## src/sv/assert_macros.svh

```systemverilog
// ----------------------------------------------------------------------------
// Assertion macros
// Shared concurrent assertion wrappers, clocked on aclk and held off in reset.
// ----------------------------------------------------------------------------
`ifndef ASSERT_MACROS_SVH
`define ASSERT_MACROS_SVH

// A property that must hold at every clock edge outside reset.
`define WUF_ASSERT(label, prop, msg) \
    label: assert property (@(posedge aclk) disable iff (!aresetn) (prop)) \
        else $error(msg);

// An implication: when pre holds, post must hold in the same cycle.
`define WUF_ASSERT_IMPLY(label, pre, post, msg) \
    label: assert property (@(posedge aclk) disable iff (!aresetn) (pre) |-> (post)) \
        else $error(msg);

`endif

```

## src/sv/wuf_pkg.sv

```systemverilog
// ----------------------------------------------------------------------------
// wuf_pkg
// Types, constants and mod-3 helpers shared by the union-find block.
// ----------------------------------------------------------------------------
`default_nettype none

package wuf_pkg;

    // Field widths of one item.
    localparam int unsigned NODE_W      = 10;
    localparam int unsigned WEIGHT_W    = 2;
    localparam int unsigned IN_TDATA_W  = 24;
    localparam int unsigned OUT_TDATA_W = 8;

    // Operation codes carried in tuser.
    localparam logic FUNC_RELATE = 1'b0;
    localparam logic FUNC_QUERY  = 1'b1;

    // Answer code for nodes in different trees.
    localparam logic [WEIGHT_W-1:0] ANS_UNKNOWN = 2'd3;

    // Controller states.
    typedef enum logic [2:0] {
        ST_CLEAR,
        ST_IDLE,
        ST_P1_WALK,
        ST_P2_WALK,
        ST_DONE
    } wuf_state_t;

    // Commands from the controller to the datapath.
    typedef struct packed {
        logic clr_step;   // write one entry of the reset sweep
        logic accept;     // latch a new item and read node a
        logic p1_step;    // first pass: add weight, move to parent
        logic p1_end;     // first pass hit the root: restart at the start node
        logic p2_step;    // second pass: hang node on the root
        logic find_done;  // one find is complete
        logic out_load;   // move the answer into the output register
    } wuf_cmd_t;

    // Status from the datapath to the controller.
    typedef struct packed {
        logic clr_last;   // sweep is at its last entry
        logic in_ok;      // incoming item has both nodes in range
        logic in_query;   // incoming item is a query
        logic is_query;   // latched item is a query
        logic at_root;    // node read in the first pass is its own parent
        logic walk_done;  // second pass cursor reached the root
        logic phase_b;    // working on the find of node b
        logic out_free;   // output register can take an answer
    } wuf_sts_t;

    // Sum of two values in 0..2, mod 3.
    function automatic logic [WEIGHT_W-1:0] mod3_add(input logic [WEIGHT_W-1:0] x,
                                                     input logic [WEIGHT_W-1:0] y);
        logic [WEIGHT_W:0] s;
        s = {1'b0, x} + {1'b0, y};
        if (s >= 3'd3) begin
            s = s - 3'd3;
        end
        return s[WEIGHT_W-1:0];
    endfunction

    // Difference of two values in 0..2, mod 3.
    function automatic logic [WEIGHT_W-1:0] mod3_sub(input logic [WEIGHT_W-1:0] x,
                                                     input logic [WEIGHT_W-1:0] y);
        logic [WEIGHT_W-1:0] n;
        n = (y == 2'd0) ? 2'd0 : 2'd3 - y;
        return mod3_add(x, n);
    endfunction

endpackage

`default_nettype wire

```

## src/sv/wuf_ctrl.sv

```systemverilog
// ----------------------------------------------------------------------------
// wuf_ctrl
// Controller: reset sweep, two-pass find of both nodes, link and result hand-off.
// ----------------------------------------------------------------------------
`default_nettype none

module wuf_ctrl
    import wuf_pkg::*;
(
    input  wire logic     aclk,
    input  wire logic     aresetn,
    input  wire logic     s_tvalid,
    output logic          s_tready,
    input  wire wuf_sts_t sts,
    output wuf_cmd_t      cmd
);

    wuf_state_t state_reg, state_next;

    // State register.
    always_ff @(posedge aclk) begin
        if (!aresetn) begin
            state_reg <= ST_CLEAR;
        end else begin
            state_reg <= state_next;
        end
    end

    // Next state and commands.
    always_comb begin
        state_next = state_reg;
        cmd        = '0;
        s_tready   = 1'b0;
        case (state_reg)
            ST_CLEAR: begin
                cmd.clr_step = 1'b1;
                if (sts.clr_last) begin
                    state_next = ST_IDLE;
                end
            end
            ST_IDLE: begin
                s_tready = 1'b1;
                if (s_tvalid) begin
                    cmd.accept = 1'b1;
                    if (sts.in_ok) begin
                        state_next = ST_P1_WALK;
                    end else if (sts.in_query) begin
                        state_next = ST_DONE;
                    end
                end
            end
            ST_P1_WALK: begin
                if (sts.at_root) begin
                    cmd.p1_end = 1'b1;
                    state_next = ST_P2_WALK;
                end else begin
                    cmd.p1_step = 1'b1;
                end
            end
            ST_P2_WALK: begin
                if (sts.walk_done) begin
                    cmd.find_done = 1'b1;
                    if (!sts.phase_b) begin
                        state_next = ST_P1_WALK;
                    end else if (sts.is_query) begin
                        state_next = ST_DONE;
                    end else begin
                        state_next = ST_IDLE;
                    end
                end else begin
                    cmd.p2_step = 1'b1;
                end
            end
            ST_DONE: begin
                if (sts.out_free) begin
                    cmd.out_load = 1'b1;
                    state_next   = ST_IDLE;
                end
            end
            default: begin
                state_next = ST_IDLE;
            end
        endcase
    end

endmodule

`default_nettype wire

```

## config.mk

```make
export PLATFORM = sky130hd
export DESIGN_NAME = wuf_ctrl
export DESIGN_NICKNAME = d
export VERILOG_FILES = /design/src/sv/assert_macros.svh /design/src/sv/wuf_pkg.sv /design/src/sv/wuf_ctrl.sv
export SDC_FILE = /design/constraint.sdc
export NUM_CORES = 1
export LEC_CHECK = 0
export BUFFER_PORTS_ARGS = -buffer_cell sky130_fd_sc_hd__buf_2
export CAP_MARGIN = 40
export CORE_AREA = 2 2 39 41
export CTS_CLUSTER_DIAMETER = 30
export CTS_CLUSTER_SIZE = 40
export DETAILED_ROUTE_END_ITERATION = 10
export DIE_AREA = 0 0 41 43
export GPL_ROUTABILITY_DRIVEN = 0
export PLACE_DENSITY_LB_ADDON = 0.05
export SLEW_MARGIN = 20
export SYNTH_ARGS = -nofsm -noshare
export SYNTH_HDL_FRONTEND = slang
export SYNTH_SLANG_ARGS = --single-unit
export TNS_END_PERCENT = 5
```

## constraint.sdc

```tcl
create_clock -name aclk -period 2.2 [get_ports aclk]
set_clock_uncertainty 0.1 [all_clocks]
set_input_delay 0.22 -clock aclk [delete_from_list [all_inputs] [get_ports aclk]]
set_output_delay 0.22 -clock aclk [all_outputs]
set_load 0.02 [all_outputs]
```

==> impl_metrics.tcl <==
set metrics [dict create \
    outcome "completed" \
    placed_area_um2 401.6 \
    relSlewSlack 0.6803 \
    ys_seq_area_frac 0.1967 \
    max-cap-violations 0 \
    worstMarginPinSlew_ns 0.4788 \
    pwr-share-seq 0.274 \
    post_drt_wl_per_cell_um 10.37 \
    hold_path.class "in2reg" \
    die_area_mm2 0.001763 \
    io_buffers 18 \
    die_x_um 41 \
    synth_top_area_share 0.1967 \
    drt_pass1_iterations 4 \
    netlist_area_um2 305.3 \
    synth_seq_cells 3 \
    drt-initial-drc-count 5 \
    routed_via_density 4.697 \
    min_period_ns 1.768 \
    cp_data_arrival_time_ns 1.45 \
    hold_ws_ns 0.1588 \
    slew_violations 0 \
    met1_usage 0.1534 \
    rows 14 \
    pin_count 19 \
    worst-path-max-fanout 11 \
    antenna_found_initial 0 \
    initial_core_util 0.2206 \
    totalPowerFinal_mw 0.4351 \
    setup_violations 0 \
    grt_pass1_vias 318 \
    grt.busiest_layer "met2" \
    peakVddDrop_mv 0.3339 \
    r2r_setup_slack_ns 0.69 \
    final_core_util 0.3092 \
    ctsHtreeMaxLevel 1 \
    switchingPower_mw 0.1947 \
    grt_pass1_wl_um 1400 \
    netlist_instances 41 \
    layout_commonest_cell "buf_2" \
    clockBufferDepth 2 \
    post-place-ws_ns 0.6654 \
    leakage_nw 0.2024 \
    area_growth_pct 40.16 \
    gr-total-overflow 0 \
    clk_pin_slew_ns 0.04 \
    vias 357 \
    ys_top_cells_by_area "dfxtp_1 (20%), mux2i_1 (13%), nand2_1 (9.8%)" \
    drt.antenna.violating_nets 0 \
    rsz0062_at_grt "false" \
    cts_resized 0 \
    critPathBufInv 1 \
    cts_buffers 3 \
    criticalPathCategory "reg2out" \
    use_met2 0.1688 \
    required_ns 1.88 \
    yosysWarningCount 0 \
    drive_above_1_share 0.4333 \
    cp_top_family "flip-flops" \
    dpl.hpwl_um 598.7 \
    combPwrFrac 0.507 \
    clock-sinks 3 \
    syn-num-nets 52 \
    use_met3 0.01571 \
    design_area_um2 427.9 \
    drt_wl_total_um 788 \
    avgSynthCellArea_um2 7.446 \
    crit_slowest_cell "dfxtp_1" \
    synth_top_area_cell "dfxtp_1" \
    drcViolationCount 0 \
    diodes 0 \
    setup_tns_ns 0 \
    instances_no_fill 76 \
    final.period_utilization 0.8038 \
    nets 72 \
    dp_cells 72 \
    endpoint_kind "output port" \
    p_int_mw 0.2404 \
    core_mm2 0.001384 \
    clk_latency_ns 0.23 \
    p_clk_frac 0.219 \
    max_freq_mhz 565.5 \
    grt_max_degree 17 \
    fill_cells 172 \
    switching_share 0.4475 \
    cts_tree "yes" \
    grt.total_usage 0.1172 \
    start_kind "flip-flop" \
    root_buffer "clkbuf_4" \
    largest_reg_flops 3 \
    max_stage_delay_ns 0.54 \
    layout_common_cells "buf_2 (18), nand2_1 (8), mux2i_1 (4)" \
    ys_types 19 \
    crit_chain "nor2b_1 -> and3_1 -> buf_2" \
    final-hold-violation-count 0 \
    fin_ws_ns 0.4317 \
    pwr_density_cell_mw_per_mm2 1017 \
    post_cts_buffers 0 \
    fp.dieH_um 43 \
    hold_buffers 0 \
]
-- worst reg2reg max path, cell delays in order, from the launching register on --
cell	delay (ns)
dfxtp_1	0.61
mux2i_1	0.23
mux2i_1	0.12
o21ai_2	0.19
mux2i_1	0.20
-- per-layer routing --
layer	wire, µm	share of wire	up-vias
li1	-	-	183
met1	370	0.47	155
met2	361	0.46	19
met3	57	0.072	0
met4	0	0	0
met5	0	0	-
-- power by group through the flow --
stage,combinational (mW),sequential (mW),clock [mW]
detailed placement,0.223,0.120,0
floorplan,0.199,0.0801,0
finish,0.221,0.119,0.0953
CTS,0.223,0.120,0.101
global route,0.243,0.127,0.104
global placement,0.226,0.121,0
-- cell type report --
| type | count | area (µm²) | area share |
|---|---|---|---|
| well taps | 16 | 20.02 | 0.04678 |
| multi-input cells | 35 | 231.5 | 0.5409 |
| clock buffers | 4 | 26.28 | 0.06140 |
| flip-flops and latches | 3 | 60.06 | 0.1404 |
| repair buffers | 18 | 90.09 | 0.2105 |
-- cells in the mapped netlist --
| cell | n |
|---|---|
| nand2_1 | 8 |
| mux2i_1 | 4 |
| dfxtp_1 | 3 |
| o21ai_0 | 3 |
| a21oi_1 | 2 |
| and4bb_2 | 2 |
| buf_2 | 2 |
| nand3b_1 | 2 |
| nor2_1 | 2 |
| nor2b_1 | 2 |
| nor3_1 | 2 |
| nor4b_1 | 2 |
| a21bo_2 | 1 |
| and2_1 | 1 |
| and3_1 | 1 |
| clkbuf_1 | 1 |
| nand3_1 | 1 |
| nor3b_2 | 1 |
| o21ai_2 | 1 |
-- worst paths after layout --
check | to | startpoint | cells past startpoint
worst min-delay path | state_reg[2] | aresetn | 3
worst max register to register | state_reg[1] | state_reg[1] | 4
worst min register to register | state_reg[0] | state_reg[0] | 2
worst max-delay path | cmd[1] | state_reg[0] | 3
-- kinds of logic (layout without fill, tap and decap cells) --
kind of cell,count (synthesis),count (layout),share of synthesized area
flops,3,3,0.1967
buf+inv,3,22,0.04507
compound gates,7,7,0.1434
mux,4,4,0.1312
simple gates,24,24,0.4836
No activity file was read; power rests on OpenSTA's default activity.
